--- src/rtl/core/rqu8_pkg.sv ---
`timescale 1ns / 1ps
package rqu8_pkg;

    localparam int LANES   = 4;
    localparam int ACC_W   = 32;
    localparam int BYTE_W  = 8;
    localparam int MULT_W  = 24;
    localparam int PROD_W  = ACC_W + MULT_W;
    localparam int SHIFT_W = 6;
    localparam int SCALE_W = 30;
    localparam int BOUND_W = 10;
    localparam int IDX_W   = 2;

    localparam logic [22:0] MANT_MASK  = 23'h7F_FFFF;
    localparam logic [23:0] HIDDEN_BIT = 24'h80_0000;
    localparam int          MANT_BITS  = 23;
    localparam int          SHIFT_BASE = 127 + 23;
    localparam int          SHIFT_LO   = 24;
    localparam int          SHIFT_HI   = 55;

    localparam logic [IDX_W-1:0] REG_SCALE = 2'd0;
    localparam logic [IDX_W-1:0] REG_ZP    = 2'd1;
    localparam logic [IDX_W-1:0] REG_MIN   = 2'd2;
    localparam logic [IDX_W-1:0] REG_MAX   = 2'd3;

    localparam logic [SCALE_W-1:0] SCALE_RST = 30'h3F00_0000;

    // Values derived from the configuration, shared by all lanes.
    typedef struct packed {
        logic [MULT_W-1:0]         mult;
        logic [SHIFT_W-1:0]        shift;
        logic signed [BOUND_W-1:0] lo;
        logic signed [BOUND_W-1:0] hi;
        logic [BYTE_W-1:0]         zp;
    } t_rq_cfg;

    // Load enables of the lane pipeline stages.
    typedef struct packed {
        logic s0;
        logic s1;
        logic s2;
    } t_rq_en;

endpackage

--- src/rtl/core/rqu8_lane.sv ---
`timescale 1ns / 1ps
module rqu8_lane (
    input  logic                           i_clk,
    input  rqu8_pkg::t_rq_en               i_en,
    input  rqu8_pkg::t_rq_cfg              i_cfg,
    input  logic [rqu8_pkg::ACC_W-1:0]     i_acc,
    output logic [rqu8_pkg::BYTE_W-1:0]    o_byte
);
    import rqu8_pkg::*;

    logic [ACC_W-1:0]  r_mag;
    logic              r_neg0;
    logic [PROD_W-1:0] r_prod;
    logic              r_neg1;
    logic [ACC_W-1:0]  r_res;
    logic              r_neg2;

    logic [ACC_W-1:0]  n_mag;
    logic [PROD_W:0]   n_sum;
    logic [PROD_W:0]   n_shifted;
    logic [PROD_W:0]   n_half;
    logic [BOUND_W:0]  n_sat;
    logic signed [BOUND_W:0] n_val;
    logic signed [BOUND_W:0] n_clamp;
    logic [BOUND_W:0]  n_out;

    // Two's complement negate; the most negative value maps to 2^31 exactly.
    assign n_mag = i_acc[ACC_W-1] ? (~i_acc + 1'b1) : i_acc;

    assign n_half    = {{PROD_W{1'b0}}, 1'b1} << (i_cfg.shift - 1'b1);
    assign n_sum     = {1'b0, r_prod} + n_half;
    assign n_shifted = n_sum >> i_cfg.shift;

    // The magnitude is saturated before the sign is restored; the bounds never
    // exceed 255 in magnitude, so this does not change the clamped value.
    always_comb begin
        n_sat = (r_res > ACC_W'(2 ** BOUND_W - 1)) ? {1'b0, {BOUND_W{1'b1}}}
                                                  : {1'b0, r_res[BOUND_W-1:0]};
        n_val = r_neg2 ? -$signed(n_sat) : $signed(n_sat);
        n_clamp = n_val;
        if (n_clamp < $signed({i_cfg.lo[BOUND_W-1], i_cfg.lo})) begin
            n_clamp = $signed({i_cfg.lo[BOUND_W-1], i_cfg.lo});
        end
        if (n_clamp > $signed({i_cfg.hi[BOUND_W-1], i_cfg.hi})) begin
            n_clamp = $signed({i_cfg.hi[BOUND_W-1], i_cfg.hi});
        end
        n_out = n_clamp + {{(BOUND_W + 1 - BYTE_W){1'b0}}, i_cfg.zp};
    end

    assign o_byte = n_out[BYTE_W-1:0];

    always_ff @(posedge i_clk) begin
        if (i_en.s0) begin
            r_mag  <= n_mag;
            r_neg0 <= i_acc[ACC_W-1];
        end
        if (i_en.s1) begin
            r_prod <= PROD_W'(r_mag) * PROD_W'(i_cfg.mult);
            r_neg1 <= r_neg0;
        end
        if (i_en.s2) begin
            r_res  <= n_shifted[ACC_W-1:0];
            r_neg2 <= r_neg1;
        end
    end

endmodule

--- config.mk ---
export PLATFORM = sky130hd
export DESIGN_NAME = rqu8_lane
export DESIGN_NICKNAME = d
export VERILOG_FILES = /design/src/rtl/core/rqu8_pkg.sv /design/src/rtl/core/rqu8_lane.sv
export SDC_FILE = /design/constraint.sdc
export NUM_CORES = 2
export LEC_CHECK = 0
export BUFFER_PORTS_ARGS = -buffer_cell sky130_fd_sc_hd__buf_2
export CAP_MARGIN = 20
export CORE_MARGIN = 4
export CORE_UTILIZATION = 60
export CTS_BUF_LIST = sky130_fd_sc_hd__clkbuf_4 sky130_fd_sc_hd__clkbuf_8
export DETAILED_ROUTE_END_ITERATION = 8
export PLACE_DENSITY = 0.77
export RECOVER_POWER = 100
export SLEW_MARGIN = 40
export SYNTH_ARGS = -nofsm -noshare
export SYNTH_HDL_FRONTEND = slang
export SYNTH_SLANG_ARGS = --single-unit
--- constraint.sdc ---
create_clock -name i_clk -period 10.44 [get_ports i_clk]
set_clock_uncertainty 0.15 [all_clocks]
set_input_delay 0 -clock i_clk [delete_from_list [all_inputs] [get_ports i_clk]]
set_output_delay 0 -clock i_clk [all_outputs]
set_load 0.02 [all_outputs]
* After elaboration in Yosys (flattened, before gate mapping)
Index checks and enable logic that the tools add are counted.
Widths: inputs -> output; s select.
** Storage, ports and cells
- Bits in registers :: 123
- Input bits :: 94
- Output and inout bits :: 8
- Logic and storage cells :: 24
** Cells by class
- Add/subtract/negate cells :: 5
- Multiply operators :: 1
- $lt $le $gt $ge :: 3
- Shifts and indexed selects :: 2
- Mux-type cells :: 5
- Bitwise logic cells :: 1
** Operator list (number)
- $add 56x57->57 :: 1
- $shl 1x6->57 const A :: 1
- $shr 57x6->32 :: 1
- $mul 32x24->56 :: 1
- $add 32x1->32 const B :: 1
- $gt 32x10->1 const B :: 1
- $not 32->32 :: 1
- $mux 31 :: 1
- $mux 11 :: 2
- $gt 11x10->1 :: 1
- $lt 11x10->1 :: 1
- $neg 10->11 :: 1
- $mux 10 :: 1
- $add 8x8->8 :: 1
- $mux 8 :: 1
- $sub 6x1->6 const B :: 1

* Depth between registers and ports, before layout
- Word-level depth :: 9
- Mapped depth :: 41

* Worst setup path after synthesis
Ideal clock, no wire load.
- Path kind :: register -> output
- From :: register r_res[26]
- To :: output port o_byte[7] (netlist bit)
- Arrival :: 7338 ps
- Data required time :: 10290 ps
- Setup slack :: 2952 ps
- Stages on the path, launching flop included :: 39
- Buffers on the path :: 3
- Cell sequence :: edfxtp_1 -> or4_1 -> or4_1 -> clkbuf_1 -> inv_1 -> nand2_1 -> o311ai_0 -> ha_1 -> a21o_1 -> a21oi_1 -> nor2b_1 -> o21ai_0 -> a31oi_1 -> nor3b_1 -> o21ai_1 -> clkbuf_1 -> mux2_2 -> ha_1 -> [3 not listed] -> o21a_1 -> o21ai_0 -> nand2b_1 -> a21oi_1 -> nor2b_1 -> o21ai_0 -> a21oi_1 -> clkbuf_1 -> a21oi_1 -> ha_1 -> a21o_1 -> a21oi_1 -> o21bai_1 -> a21oi_1 -> o21bai_1 -> a21oi_1 -> xnor2_1 -> xnor2_1
** Between the ends
- Cells in the longest elaborated chain, start to end :: 9
** Ends and longest elaborated chain
- start: declaration :: line rqu8_lane.sv:15 : logic [ACC_W-1:0] r_res;
- start signal: assignment :: line rqu8_lane.sv:62 : r_res <= n_shifted[ACC_W-1:0];
- $gt 32x10->1 (*) :: line rqu8_lane.sv:37 : n_sat = (r_res > ACC_W'(2 ** BOUND_W - 1)) ? {1'b0, {BOUND_W{1'b1}}}
- $mux 10 (*) :: line rqu8_lane.sv:37
- $neg 10->11 :: line rqu8_lane.sv:39 : n_val = r_neg2 ? -$signed(n_sat) : $signed(n_sat);
- $mux 11 (*) :: line rqu8_lane.sv:39
- $lt 11x10->1 :: line rqu8_lane.sv:41 : if (n_clamp < $signed({i_cfg.lo[BOUND_W-1], i_cfg.lo})) begin
- $mux 11 (*) :: line rqu8_lane.sv:41
- $gt 11x10->1 :: line rqu8_lane.sv:44 : if (n_clamp > $signed({i_cfg.hi[BOUND_W-1], i_cfg.hi})) begin
- $mux 8 (*) :: line rqu8_lane.sv:44
- $add 8x8->8 (*) :: line rqu8_lane.sv:47 : n_out = n_clamp + {{(BOUND_W + 1 - BYTE_W){1'b0}}, i_cfg.zp};
- end: declaration :: line rqu8_lane.sv:7 : output logic [rqu8_pkg::BYTE_W-1:0] o_byte
Mark *: on every way between the ends. The rest lies on a longest branch, timed or not.

* Worst setup path in the final report
- From :: input port i_cfg[33] (netlist bit)
- To :: register r_res[11], data pin
** Between the ends
- Cells in the longest elaborated chain, start to end :: 4
** Ends and longest elaborated chain
- start: declaration :: line rqu8_lane.sv:5 : input rqu8_pkg::t_rq_cfg i_cfg,
- $sub 6x1->6 :: line rqu8_lane.sv:30 : assign n_half = {{PROD_W{1'b0}}, 1'b1} << (i_cfg.shift - 1'b1);
- $shl 1x6->57 :: line rqu8_lane.sv:30
- $add 56x57->57 :: line rqu8_lane.sv:31 : assign n_sum = {1'b0, r_prod} + n_half;
- $shr 57x6->32 (*) :: line rqu8_lane.sv:32 : assign n_shifted = n_sum >> i_cfg.shift;
- net n_shifted[11] :: line rqu8_lane.sv:20 : logic [PROD_W:0] n_shifted;
Mark *: on every way through the listed nets, which the timed path passes. The rest lies on a longest branch.
A chain may end at the register's enable or synchronous reset.

==> out/metrics.yaml <==
logic_synthesis:
  synth-seq-area-share: 0.0972
  ys_warn_count: 0
  synth_cells: 4404
  synth_ff_type: "edfxtp_1"
  async_reset_ff_frac: 0
  yosys_register_bits: 123
  avgSynthCellArea_sq_um: 8.63
  synthDistinctLibCells: 106
  synth_area_sq_mm: 0.0380
  syn_nets: 5427
  synth_edf_count: 123
placement:
  gp_congestion: 1.03
  numPortBuffers: 101
  dp.final_hpwl_um: 87000
floorplan:
  die_w_um: 260
  rows: 91
  die_h_um: 260
  initial_core_util: 0.611
  coreArea_sq_mm: 0.0622
  die-area_sq_mm: 0.0674
  ioPinCount: 102
clocking:
  clock_sinks: 123
  cts-htree-levels: 4
  insertion_delay_ns: 0.55
  cts-root-buf: "clkbuf_8"
  cts_made_buffers: 17
  cts.clk_slew.worst_paths_ns: 0.08
  clk_path_buf_depth: 2
  postCtsHoldBufs: 65
  cts_tree: "yes"
  cts_resized: 0
  cts_setup_buffers: 0
route:
  first_iter_violations: 2899
  routed_wl_um: 110000
  via_count: 32200
  drtAntennaViolNets: 0
  first_pass_iters: 6
  drc: 0
  wl_per_cell_um: 21.1
  via_per_inst: 6.15
global_routing:
  grt_pass1_wl_um: 176000
  grt_max_degree: 67
  antenna_found_initial: 4
  grt_pass1_vias: 33300
  track_usage: 0.332
  grt_overflow_total: 0
setup_path:
  arrival_ns: 9.53
  critPathCaptureType: "flip-flop"
  crit_path_max_incr_delay_ns: 1.36
  cp_num_buf_inv: 3
  cp.required_ns: 10.57
  cp_slowest_cell: "clkbuf_1"
  crit_type: "input pin to flip-flop"
  cp_max_fo: 40
  setup.worst_path.start_class: "input pin"
  cp_top_family: "compound AO/OA/AOI/OAI gates"
  worstPathCellList: "dlygate4sd3_1 -> clkbuf_1 -> inv_1 -> nand2_1 -> nor2_1 -> a21oi_1 -> or2_0 -> nor2_1 -> ha_1 -> nand2_1 -> o21ai_0 -> a21o_1 -> a21boi_0 -> o21ai_0 -> o2111ai_1 -> and4_1 -> o41ai_1 -> a21oi_1 -> mux2_1 -> a221o_1"
timing:
  fmax_ghz: 0.106
  tns_ns: 0
  slew_headroom: -0.979
  tightest_slew_ns: 2.97
  rsz0062_at_grt: "false"
  timing_hold_violations_final: 0
  setup_viol: 0
  period_minus_slack_ns: 9.39
  drv_slew: 167
  min_period_over_period: 0.900
worst_hold_path:
  hp-class: "input pin to flip-flop"
layout:
  final_nets: 5411
  fill_cells: 5193
  syn_to_final_growth_pct: 5.29
  drive_gt1_frac: 0.0591
job:
  cap_violations: 4
run_status:
  status: "finished with violations"
  violations: "max-capacitance violations, max-slew violations"
## stage by stage
stage | setup WS (ns) | utilization | instances | hold WS (ns) | instance area (sq um)
floorplan | 2.95 | - | 4404 | -0.0511 | 38000
global placement | 1.71 | 0.622 | 5113 | 0.0782 | 38700
detailed placement | 1.86 | 0.627 | 5135 | 0.0796 | 39000
CTS | 1.58 | 0.643 | 5231 | 0.0491 | 40000
global route | 0.486 | 0.643 | 5239 | 0.0614 | 40000
finish | 1.05 | 0.643 | 5239 | 0.0844 | 40000
## cells in the final DEF (no fill, tap or decap), types with 19 or more instances in the layout
master           n
a211oi_1        41
a21o_1          74
a21oi_1        170
a31oi_1         27
and2_1         266
buf_2           91
dlygate4sd3_1   65
edfxtp_1       123
fa_1           660
ha_1           269
inv_1          682
mux2_2          21
mux2i_1         51
nand2_1        701
nand2b_1        19
nand3_1         51
nand4_1         40
nor2_1         214
nor3_1          67
o211ai_1        26
o21a_1          37
o21ai_0        121
o31ai_1         20
or3_1           20
xnor2_1         98
xor2_1          29
## layer usage
layer / part of all wire / track usage
met2: 0.47 / 0.540
met5: 0 / 0
met3: 0.089 / 0.0671
met4: 0.054 / 0.167
met1: 0.39 / 0.426
## flip-flops by register name, summed over array words and instances, names as in the netlist
name / cells
r_prod: 56
r_neg2: 1
r_neg1: 1
r_neg0: 1
r_res: 32
r_mag: 32
## Yosys cell counts, types with 10 or more instances
master	number	area, sq um
ha_1	269	3370
clkbuf_1	204	766
nor2b_1	11	68.8
buf_2	18	90.1
buf_1	10	37.5
a21o_1	74	556
o31ai_1	20	150
a21oi_1	170	851
nor3_1	67	335
and2_1	272	1700
inv_1	683	2560
buf_4	12	90.1
nand4_1	40	250
nand2b_1	19	119
o21ai_1	16	80.1
nand3_1	51	255
or3_1	20	125
edfxtp_1	123	3690
a31oi_1	27	169
fa_1	660	13200
nor2_1	214	803
mux2i_1	51	510
mux2_2	25	282
xnor2_1	98	858
o2111ai_1	16	140
nand2_1	701	2630
nor4_1	13	81.3
mux4_2	12	270
o21bai_1	14	105
o21ai_0	119	596
a211oi_1	40	300
o211ai_1	26	195
and3_1	17	106
o21a_1	37	278
o311ai_0	19	166
o41ai_1	10	87.6
xor2_1	29	254
or4_1	10	75.1
or2_2	14	87.6
o22ai_1	16	100
## final timing paths
kind	start	endpoint	slack [ns]	cells past startpoint
worst min register to register	r_neg1	r_neg2	0.35	0
worst max register to register	r_mag[11]	r_prod[50]	1.44	24
worst max-delay path	i_cfg[33]	r_res[11]	1.05	20
worst min-delay path	i_cfg[34]	r_prod[0]	0.08	2
## area by class of cell
| cell class | count | area, sq um | area share |
|---|---|---|---|
| diodes | 2 | 5.00 | 0.000125 |
| clock buffers | 17 | 234 | 0.00585 |
| clock inverters | 14 | 138 | 0.00344 |
| inverters | 685 | 2570 | 0.0643 |
| multi-input cells | 3348 | 30700 | 0.767 |
| flip-flops and latches | 123 | 3690 | 0.0923 |
| well taps | 837 | 1050 | 0.0262 |
| repair buffers | 213 | 1620 | 0.0404 |
## kinds of logic after synthesis
| family | share of synthesized area |
|---|---|
| AOI/OAI and AO/OA | 0.133 |
| xor gates and xnor gates | 0.0293 |
| adders and majority gates | 0.436 |
| buffers and inverters | 0.0948 |
| DFF | 0.0972 |
| muxes | 0.0283 |
| and+or+nand+nor | 0.181 |
Power is left out: the tool's default activity adds up to more than one toggle a clock period on the data nets, which glitch-free logic cannot reach.
