<file path="config.mk">
export PLATFORM = sky130hd
export DESIGN_NAME = rqu8_out
export DESIGN_NICKNAME = d
export VERILOG_FILES = /design/src/rtl/core/rqu8_pkg.sv /design/src/rtl/core/rqu8_out.sv
export SDC_FILE = /design/constraint.sdc
export NUM_CORES = 1
export LEC_CHECK = 0
export CELL_PAD_IN_SITES_DETAIL_PLACEMENT = 1
export CELL_PAD_IN_SITES_GLOBAL_PLACEMENT = 1
export CORE_MARGIN = 4
export CORE_UTILIZATION = 41
export CTS_CLUSTER_DIAMETER = 40
export DETAILED_ROUTE_END_ITERATION = 6
export DONT_BUFFER_PORTS = 1
export PLACE_DENSITY = 0.7
export SKIP_LAST_GASP = 1
export SLEW_MARGIN = 40
export SYNTH_ARGS = -nofsm -noshare
export SYNTH_HDL_FRONTEND = slang
export SYNTH_SLANG_ARGS = --single-unit
</file>
<file path="constraint.sdc">
create_clock -name i_clk -period 0.8 [get_ports i_clk]
set_clock_uncertainty 0.1 [all_clocks]
set_input_delay 0.16 -clock i_clk [delete_from_list [all_inputs] [get_ports i_clk]]
set_output_delay 0.16 -clock i_clk [all_outputs]
set_load 0.02 [all_outputs]
</file>
<file path="src/rtl/core/rqu8_pkg.sv">
`timescale 1ns / 1ps
package rqu8_pkg;

    localparam int LANES   = 4;
    localparam int ACC_W   = 32;
    localparam int BYTE_W  = 8;
    localparam int MULT_W  = 24;
    localparam int PROD_W  = ACC_W + MULT_W;
    localparam int SHIFT_W = 6;
    localparam int SCALE_W = 30;
    localparam int BOUND_W = 10;
    localparam int IDX_W   = 2;

    localparam logic [22:0] MANT_MASK  = 23'h7F_FFFF;
    localparam logic [23:0] HIDDEN_BIT = 24'h80_0000;
    localparam int          MANT_BITS  = 23;
    localparam int          SHIFT_BASE = 127 + 23;
    localparam int          SHIFT_LO   = 24;
    localparam int          SHIFT_HI   = 55;

    localparam logic [IDX_W-1:0] REG_SCALE = 2'd0;
    localparam logic [IDX_W-1:0] REG_ZP    = 2'd1;
    localparam logic [IDX_W-1:0] REG_MIN   = 2'd2;
    localparam logic [IDX_W-1:0] REG_MAX   = 2'd3;

    localparam logic [SCALE_W-1:0] SCALE_RST = 30'h3F00_0000;

    // Values derived from the configuration, shared by all lanes.
    typedef struct packed {
        logic [MULT_W-1:0]         mult;
        logic [SHIFT_W-1:0]        shift;
        logic signed [BOUND_W-1:0] lo;
        logic signed [BOUND_W-1:0] hi;
        logic [BYTE_W-1:0]         zp;
    } t_rq_cfg;

    // Load enables of the lane pipeline stages.
    typedef struct packed {
        logic s0;
        logic s1;
        logic s2;
    } t_rq_en;

endpackage

</file>
<file path="src/rtl/core/rqu8_out.sv">
`timescale 1ns / 1ps
module rqu8_out (
    input  logic                                      i_clk,
    input  logic                                      i_rst_n,
    input  logic                                      i_load,
    input  logic                                      i_vld,
    input  logic                                      i_last,
    input  logic [rqu8_pkg::LANES*rqu8_pkg::BYTE_W-1:0] i_bytes,
    input  logic                                      i_ready,
    output logic                                      o_vld,
    output logic                                      o_last,
    output logic [rqu8_pkg::LANES*rqu8_pkg::BYTE_W-1:0] o_bytes,
    output logic                                      o_free
);
    import rqu8_pkg::*;

    logic                      r_vld;
    logic                      r_last;
    logic [LANES*BYTE_W-1:0]   r_bytes;

    // The word register can take new data when empty or when being drained.
    assign o_free  = !r_vld || i_ready;
    assign o_vld   = r_vld;
    assign o_last  = r_last;
    assign o_bytes = r_bytes;

    always_ff @(posedge i_clk) begin
        if (!i_rst_n) begin
            r_vld <= 1'b0;
        end else if (i_load) begin
            r_vld <= i_vld;
        end
    end

    always_ff @(posedge i_clk) begin
        if (i_load) begin
            r_last  <= i_last;
            r_bytes <= i_bytes;
        end
    end

endmodule

</file>
=== Word-level counts from Yosys, hierarchy flattened ===
Index checks and enable logic that the tools add are counted.

* Reductions and logical operators: 2

{| class="wikitable"
|+ Operator list
! cell !! count
|-
| $logic_not A1 Y1 || 1
|-
| $logic_or A1 B1 Y1 || 1
|}

* Register bits after elaboration: 34
* Input bits: 38
* Output and inout port bits: 35
* Logic and storage cells: 5

=== Longest topological paths before layout ===
Gate-level depths: netlist (run 1).

* Depth after elaboration: 2
* Mapped depth: 2
* Gate-level depth less buffers: 2

=== Worst setup path after synthesis (run 1) ===
OpenSTA, ideal clock, no wires.

* Path type: reg-to-output
* From: register r_vld, in the netlist o_vld
* To: output o_free
* Arrival: 623 ps
* Path slack: -83 ps
* Stages on the path, launching flop included: 2
* Path buffers: 0
* Cells stage by stage: dfxtp_1 nand2b_1

* Longest elaborated chain between the ends: 2

{| class="wikitable"
|+ Ends and longest elaborated chain
! element !! RTL line !! source
|-
| from (decl) || rqu8_out.sv:17 || <nowiki>logic r_vld;</nowiki>
|-
| from (signal assigned) || rqu8_out.sv:31 || <nowiki>r_vld <= i_vld;</nowiki>
|-
| $logic_not A1 Y1 || rqu8_out.sv:22 || <nowiki>assign o_free = !r_vld || i_ready;</nowiki>
|-
| $logic_or A1 B1 Y1 || rqu8_out.sv:22 ||
|-
| to (decl) || rqu8_out.sv:13 || <nowiki>output logic o_free</nowiki>
|}

Every way passes these cells.

=== Worst setup path in the final report (run 1) ===
* From: register r_vld, in the netlist o_vld
* To: output o_vld

{| class="wikitable"
|+ RTL lines
! element !! RTL line !! source
|-
| to (decl) || rqu8_out.sv:10 || <nowiki>output logic o_vld,</nowiki>
|}

No word-level cell between the ends.

==> results of run 1 <==
## cell usage in the layout (no fill, tap or decap), drive strengths merged
cell / Yosys / layout
dfxtp: 1 / 1
nand2b: 1 / 1
clkbuf: 0 / 5
dlymetal6s4s: 0 / 1
dlygate4sd3: 0 / 34
edfxtp: 33 / 33
buf: 0 / 1
mux2i: 1 / 1
nor2b: 1 / 1
clkinv: 0 / 3
## layout make-up
type	instances	area share
tap	28	0.0233
clock buffer	5	0.0249
clock inverter	3	0.00748
sequential	34	0.674
timing repair buffer	36	0.248
multi-input combinational	3	0.0224
## kinds of logic after synthesis
family,after synthesis
multiplexers,1
AND/OR/NAND/NOR,2
flip-flops,34
## how the worst min path moves through the flow
stage	slack, ps	cells after the start	start	end
2_1_floorplan	160	0	i_bytes[0]	o_bytes[0]$_DFFE_PP_
3_3_place_gp	160	0	i_bytes[30]	o_bytes[30]$_DFFE_PP_
3_5_place_dp	160	0	i_bytes[4]	o_bytes[4]$_DFFE_PP_
4_1_cts	-170	0	i_load	o_bytes[17]$_DFFE_PP_
5_1_grt	-180	0	i_load	o_bytes[6]$_DFFE_PP_
6_report	-140	0	i_load	o_bytes[24]$_DFFE_PP_
## per-stage QoR
stage | worst slack [ps] | total power, uW | hold slack, ps | std cells | util
after global placement | 55.2 | 2420 | 159 | 66 | 0.478
after global routing | -326 | 3500 | -180 | 109 | 0.655
after detailed placement | 26.6 | 2430 | 159 | 66 | 0.478
after floorplan | 53.6 | 2380 | 159 | 37 | -
after CTS | -309 | 3360 | -174 | 109 | 0.653
final | -277 | 3330 | -142 | 109 | 0.655
## routing by layer
metal,share of wire,vias up,global-route usage
li1,-,234,-
met1,0.36,252,0.134
met2,0.51,51,0.245
met3,0.13,0,0.0802
met4,0,0,0.0298
met5,0,-,0
## sequential cells by signal, summed over array words and instances (netlist names)
| register | count |
|---|---|
| o_bytes | 32 |
| o_vld | 1 |
| o_last | 1 |
## timing repair
action	in CTS	in global routing
resized for setup	1	2
endpoints found under the setup margin	35	36
hold endpoints to repair	67	34
pin swaps	0	0
## power by group
| part | switching (uW) | internal [uW] | total (uW) | leakage (uW) |
|---|---|---|---|---|
| combinational | 37.2 | 134 | 171 | 0.000176 |
| sequential | 232 | 2120 | 2350 | 0.000332 |
| clock | 496 | 313 | 808 | 0.0000277 |
| total | 765 | 2560 | 3330 | 0.000535 |
==> metrics.txt, run 1 <==
DRT iter0 DRCs 12; Final Setup Violations 36; Hold WS -142 ps; Initial Util 0.450; All-Layer GR Usage 0.136; FF/Latch Area roughly 1000 sq um; Synth Area in Simple Gates 0.0121; Synth area leaders edfxtp_1 96%, dfxtp_1 1.9%, mux2i_1 0.97%, nand2b_1 0.61%, nor2b_1 0.61%; Synth async-reset ratio 0; Post-Synth XOR/XNOR Area 0; Worst path slowest cell dfxtp_4; violations in the final reports hold timing, setup timing; capturing point of the worst reg2reg path o_vld$_SDFFE_PN0P_; Post-Syn Area per Cell approximately 28 sq um; share of cells above drive strength 1 0.111; vias approximately 540; Seq/Total Area, Yosys 0.978; H-tree levels 2; post-DR wirelength/cell slightly below 20 um; # diodes 0; final worst path period share 1.35; worst flop-to-flop path startpoint o_vld$_SDFFE_PN0P_; register bit total from synthesis 34; Worst setup SP type register; worst reg-to-reg setup slack -20 ps; largest net degree at the start of global routing 35; max incr delay on CP 400 ps; final worst setup slack -277 ps; DR DRC count 0; Leak ~0.00054 uW; CTS Sinks 34; Tmin final 1080 ps; Syn. warnings 0; drt pass-1 iters 5; Worst-path clk slew approximately 90 ps; Setup crit start o_vld$_SDFFE_PN0P_; Site Rows 17; Slew headroom 0.849; Die X slightly below 60 um; # IOs 73; hold_buf cts 35; first-pass GRT wire length around 3400 um; worst-skew pair later-pin latency 310 ps; vias in the first global route around 600; Clock Tree Root clkbuf_4; post-CTS setup buffers 0; Synth area leader edfxtp_1; Final Hold Violating Endpoints 34; post-synthesis adder-cell area fraction 0; Crit Path Max Fanout 3; status finished with violations; GP Congestion approximately 0.59; P&R area growth vs syn 45.6%; post-synthesis cell count 37; Crit path required time 540 ps; port buffer count 0; Mapped Nets 75; Setup CP Type reg2out; Die Height a little under 60 um; Worst Path Arrival 820 ps; largest family of logic cells by synthesized area simple AND/OR/NAND/NOR gates; PwrDens roughly 2200 nW/um^2; TritonCTS clock tree done; CTS Buf Count 5; initial antenna violation count 0; fmax 929 MHz; cell with the most instances after synthesis edfxtp_1; Final nets around 120; fill count between 150 and 200; Worst path depth 1; EDFF count, synth 33; Multi-input gate area 33.8 sq um; actual slew at the worst max-slew pin around 230 ps; Post-synth top cells 33 x edfxtp_1, 1 x dfxtp_1, 1 x mux2i_1, 1 x nand2b_1, 1 x nor2b_1; core area 2300 sq um; buffer and inverter count on the worst path 1; dpl cell area about 1100 sq um; Compound-Gate Fraction of Synth Area 0; Top FF cell, synth edfxtp_1; CP Capture Type output port; drt via density around 4.9; Die Area 3390 sq um; TNS Setup -9240 ps; post-synthesis mux area share 0.00969; unrepaired setup endpoints after global routing true; Synth cell types 5; critical-path cell list buf_12; Clock Path Buffers 2; share of the synthesized area in the top cell type 0.959; Mapped Area slightly above 1000 sq um; Final Slew Violations 0; final antenna-violating net count 0; end point of the critical path o_vld; Worst IR Drop VDD 1680 uV; max-cap violations 0; GRT Residual Overflow 0; min-delay worst type in2reg; post-route cell area 1510 sq um; Reg2Reg Depth 2; CP delay by family, top flip-flops; final wirelength 2150 um
No activity file was read; power rests on OpenSTA's default activity.
==> inputs of run 2 (changes only) <==
Settings changed: GPL_TIMING_DRIVEN set to 0.
==> metrics.txt, run 2 (synthesized netlist as in run 1, its figures left out) <==
Clock Tree Root clkbuf_4; Die Area around 3400 sq um; CTS Buf Count 5; H-tree levels 2; worst slack, placed roughly 13 ps; Final nets around 120; Worst setup SP type register; Slew headroom 0.842; # IOs 73; Final Setup Violations 36; final worst setup slack -290 ps; Setup CP Type reg2out; Worst Path Arrival roughly 830 ps; drt pass-1 iters 3; commonest non-fill, non-tap cell in the layout dlygate4sd3_1; Die X 58.2 um; Site Rows 17; Multi-input gate area around 30 sq um; Crit Path Max Fanout 1; core area about 2300 sq um; share of cells above drive strength 1 0.100; Tmin final 1090 ps; min-delay worst type in2reg; GP Congestion a little under 0.6; Die Height just under 60 um; CP Capture Type output port; FF/Latch Area ~1000 sq um; PwrDens 2260 nW/um^2; post-DR wirelength/cell between 15 and 20 um; GRT Residual Overflow 0; final worst path period share 1.36; DR DRC count 0; final antenna-violating net count 0; initial antenna violation count 0; final core utilization 0.644; DRT iter0 DRCs 9; Final Hold Violating Endpoints 34; max FFs per register 32; port buffer count 0; drt via density between 4 and 5; Crit path required time 540 ps; largest net degree at the start of global routing 35; status finished with violations; max-cap violations 0; first-pass GRT wire length a little over 3000 um; CTS Sinks 34; violations in the final reports hold timing, setup timing; Clock Path Buffers 2; most frequent cells in the layout 35 x dlygate4sd3_1, 33 x edfxtp_1, 5 x clkbuf_4; Initial Util 0.450; worst-skew pair later-pin latency 320 ps; actual slew at the worst max-slew pin ~240 ps; vias ~530; P&R area growth vs syn 43.2%; Worst-path clk slew roughly 90 ps; unrepaired setup endpoints after global routing true; TritonCTS clock tree done; All-Layer GR Usage 0.132; fill count between 150 and 200; vias in the first global route slightly below 600; Leak roughly 0.00052 uW; final wirelength approximately 2100 um; Final Slew Violations 0; hold_buf cts 35; Worst IR Drop VDD approximately 1500 uV; Hold WS -161 ps; # diodes 0; fmax just over 900 MHz
run 2: changes by cell type in the layout (fill, tap and decap cells not counted), sizes merged:
| cell | change |
|---|---|
| clkbuf | +1 |
| buf | -1 |
| dlymetal6s4s | -1 |
| dlygate4sd3 | +1 |
| clkinv | -1 |
run 2: timing repair:
action	4_1_cts	5_1_grt
endpoints found under the setup margin	36	36
gates resized for setup	1	0
pin swaps	0	0
setup buffers	0	0
endpoints found under the hold margin	67	34
run 2: path summary, 6_finish.rpt:
path | start | to | slack [ps] | cells past startpoint
max | o_bytes[30]$_DFFE_PP_ | o_bytes[30] | -290 | 0
min | i_load | o_bytes[24]$_DFFE_PP_ | -160 | 0
max reg2reg | o_vld$_SDFFE_PN0P_ | o_vld$_SDFFE_PN0P_ | 0 | 2
min reg2reg | o_vld$_SDFFE_PN0P_ | o_vld$_SDFFE_PN0P_ | 530 | 2
run 2: through the flow:
| stage | total power, uW | cell area [sq um] | setup TNS [ps] | std cells |
|---|---|---|---|---|
| 2_1_floorplan | 2380 | 1040 | 0 | 37 |
| 3_3_place_gp | 2410 | 1080 | 0 | 65 |
| 3_5_place_dp | 2410 | 1080 | 0 | 65 |
| 4_1_cts | 3360 | 1480 | -10180 | 108 |
| 5_1_grt | 3520 | 1480 | -11360 | 108 |
| 6_report | 3340 | 1480 | -9640 | 108 |
run 2: layout make-up:
type | instances | share of cell area
flip-flops and latches | 34 | 0.686
repair buffers | 35 | 0.237
clock buffers | 6 | 0.0279
well taps | 28 | 0.0237
multi-input cells | 3 | 0.0203
clock inverters | 2 | 0.00592
run 2: per-layer routing:
| layer | track usage | wire (um) | up-vias |
|---|---|---|---|
| li1 | - | - | 231 |
| met1 | 0.122 | 712 | 239 |
| met2 | 0.231 | 1090 | 53 |
| met3 | 0.0668 | 252 | 5 |
| met4 | 0.0795 | 44 | 0 |
| met5 | 0 | 0 | - |
run 2: report_power, final:
part	internal [uW]	switching, uW
Combinational	121	30.3
Clock	330	509
Sequential	2120	235
Total	2570	775
==> inputs of run 3 (changes only) <==
Settings changed: PLACE_DENSITY 0.7 to 0.76.
==> metrics.txt, run 3 (synthesized netlist as in run 1, its figures left out) <==
status finished with violations; violations in the final reports hold timing, setup timing; Worst IR Drop VDD 1540 uV; Post-Layout Cell Count 108; final antenna-violating net count 0; drt pass-1 iters 3; vias about 530; core area around 2300 sq um; worst slack, placed -2.98 ps; hold_buf cts 35; drt via density just under 5; Worst-path clk slew approximately 100 ps; final worst path period share 1.38; final worst setup slack -304 ps; final wirelength roughly 2400 um; port buffer count 0; share of cells above drive strength 1 0.100; PwrDens ~2500 nW/um^2; Final Slew Violations 0; post-DR wirelength/cell between 20 and 25 um; Final Setup Violations 35; hold wc startpoint i_load; largest net degree at the start of global routing 35; H-tree levels 2; Hold WS -161 ps; Site Rows 17; CP Capture Type output port; worst reg-to-reg setup slack 0 ps; unrepaired setup endpoints after global routing true; TNS Setup -9820 ps; Crit Path Max Fanout 1; max-cap violations 0; Slew headroom 0.839; max FFs per register 32; first-pass GRT wire length roughly 3400 um; Clock Path Buffers 2; initial antenna violation count 0; Hold Crit Endpoint o_bytes[11]$_DFFE_PP_; CTS Sinks 34; Die Area around 3400 sq um; actual slew at the worst max-slew pin 242 ps; Final nets between 100 and 150; Worst Path Arrival 840 ps; Hold Path Depth 0; fmax around 910 MHz; Placed Instances 65; Die Height 58.2 um; TritonCTS clock tree done; CTS Buf Count 5; Tmin final approximately 1100 ps; Crit path required time between 500 and 600 ps; vias in the first global route ~620; worst flop-to-flop path startpoint o_vld$_SDFFE_PN0P_; commonest non-fill, non-tap cell in the layout dlygate4sd3_1; All-Layer GR Usage 0.149; min-delay worst type in2reg; # diodes 0; worst-skew pair later-pin latency ~320 ps; Setup CP Type reg2out; Final Hold Violating Endpoints 34; GRT Residual Overflow 0; DRT iter0 DRCs 8; GP Congestion 0.611; Worst setup SP type register; capturing point of the worst reg2reg path o_vld$_SDFFE_PN0P_; Clock Tree Root clkbuf_4; most frequent cells in the layout 35 x dlygate4sd3_1, 33 x edfxtp_1, 5 x clkbuf_4, 2 x clkbuf_1; # IOs 73; Die X slightly below 60 um; Reg2Reg Depth 2; DR DRC count 0; Initial Util 0.450; P&R area growth vs syn 45.6%; Leak 0.000532 uW
-- run 3: changes by cell type in the layout (fill, tap and decap cells not counted) --
cell	delta
clkbuf_1	+1
bufinv_16	+1
clkinv_2	-1
clkinv_1	-1
-- run 3: how the worst max path moves through the flow --
stage / start / end / slack (ps) / depth (start not counted)
6_report: o_bytes[14]$_DFFE_PP_ / o_bytes[14] / -300 / 0
3_5_place_dp: o_vld$_SDFFE_PN0P_ / o_vld$_SDFFE_PN0P_ / -3 / 2
2_1_floorplan: o_vld$_SDFFE_PN0P_ / o_free / 50 / 1
4_1_cts: o_bytes[31]$_DFFE_PP_ / o_bytes[31] / -320 / 0
5_1_grt: o_bytes[26]$_DFFE_PP_ / o_bytes[26] / -360 / 0
3_3_place_gp: o_vld$_SDFFE_PN0P_ / o_vld$_SDFFE_PN0P_ / 20 / 2
-- run 3: area by class of cell --
cell class / count / area [sq um]
sequential: 34 / 1010
fill: 189 / 792
timing repair buffer: 35 / 350
clock buffer: 7 / 45.0
tap: 28 / 35.0
multi-input combinational: 3 / 30.0
clock inverter: 1 / 30.0
-- run 3: timing repair --
item,CTS,global route
buffers inserted,0,0
endpoints found under the hold margin,67,34
gates resized for setup,1,0
setup endpoints to repair,36,36
-- run 3: power breakdown --
part | switching [uW] | internal (uW)
registers | 238 | 2120
clock network | 522 | 663
logic | 31.3 | 121
total | 791 | 2900
-- run 3: metrics by stage --
step                       util  area, sq um  power (uW)
after floorplan               -         1040        2380
after CTS                 0.655         1510        3730
after global routing      0.655         1510        3900
final                     0.655         1510        3690
after global placement    0.469         1080        2410
after detailed placement  0.469         1080        2420
-- run 3: layer usage --
metal	GRT usage	share of wire
met5	0	0
met4	0.0695	0.016
met3	0.0913	0.10
met2	0.282	0.56
met1	0.116	0.32
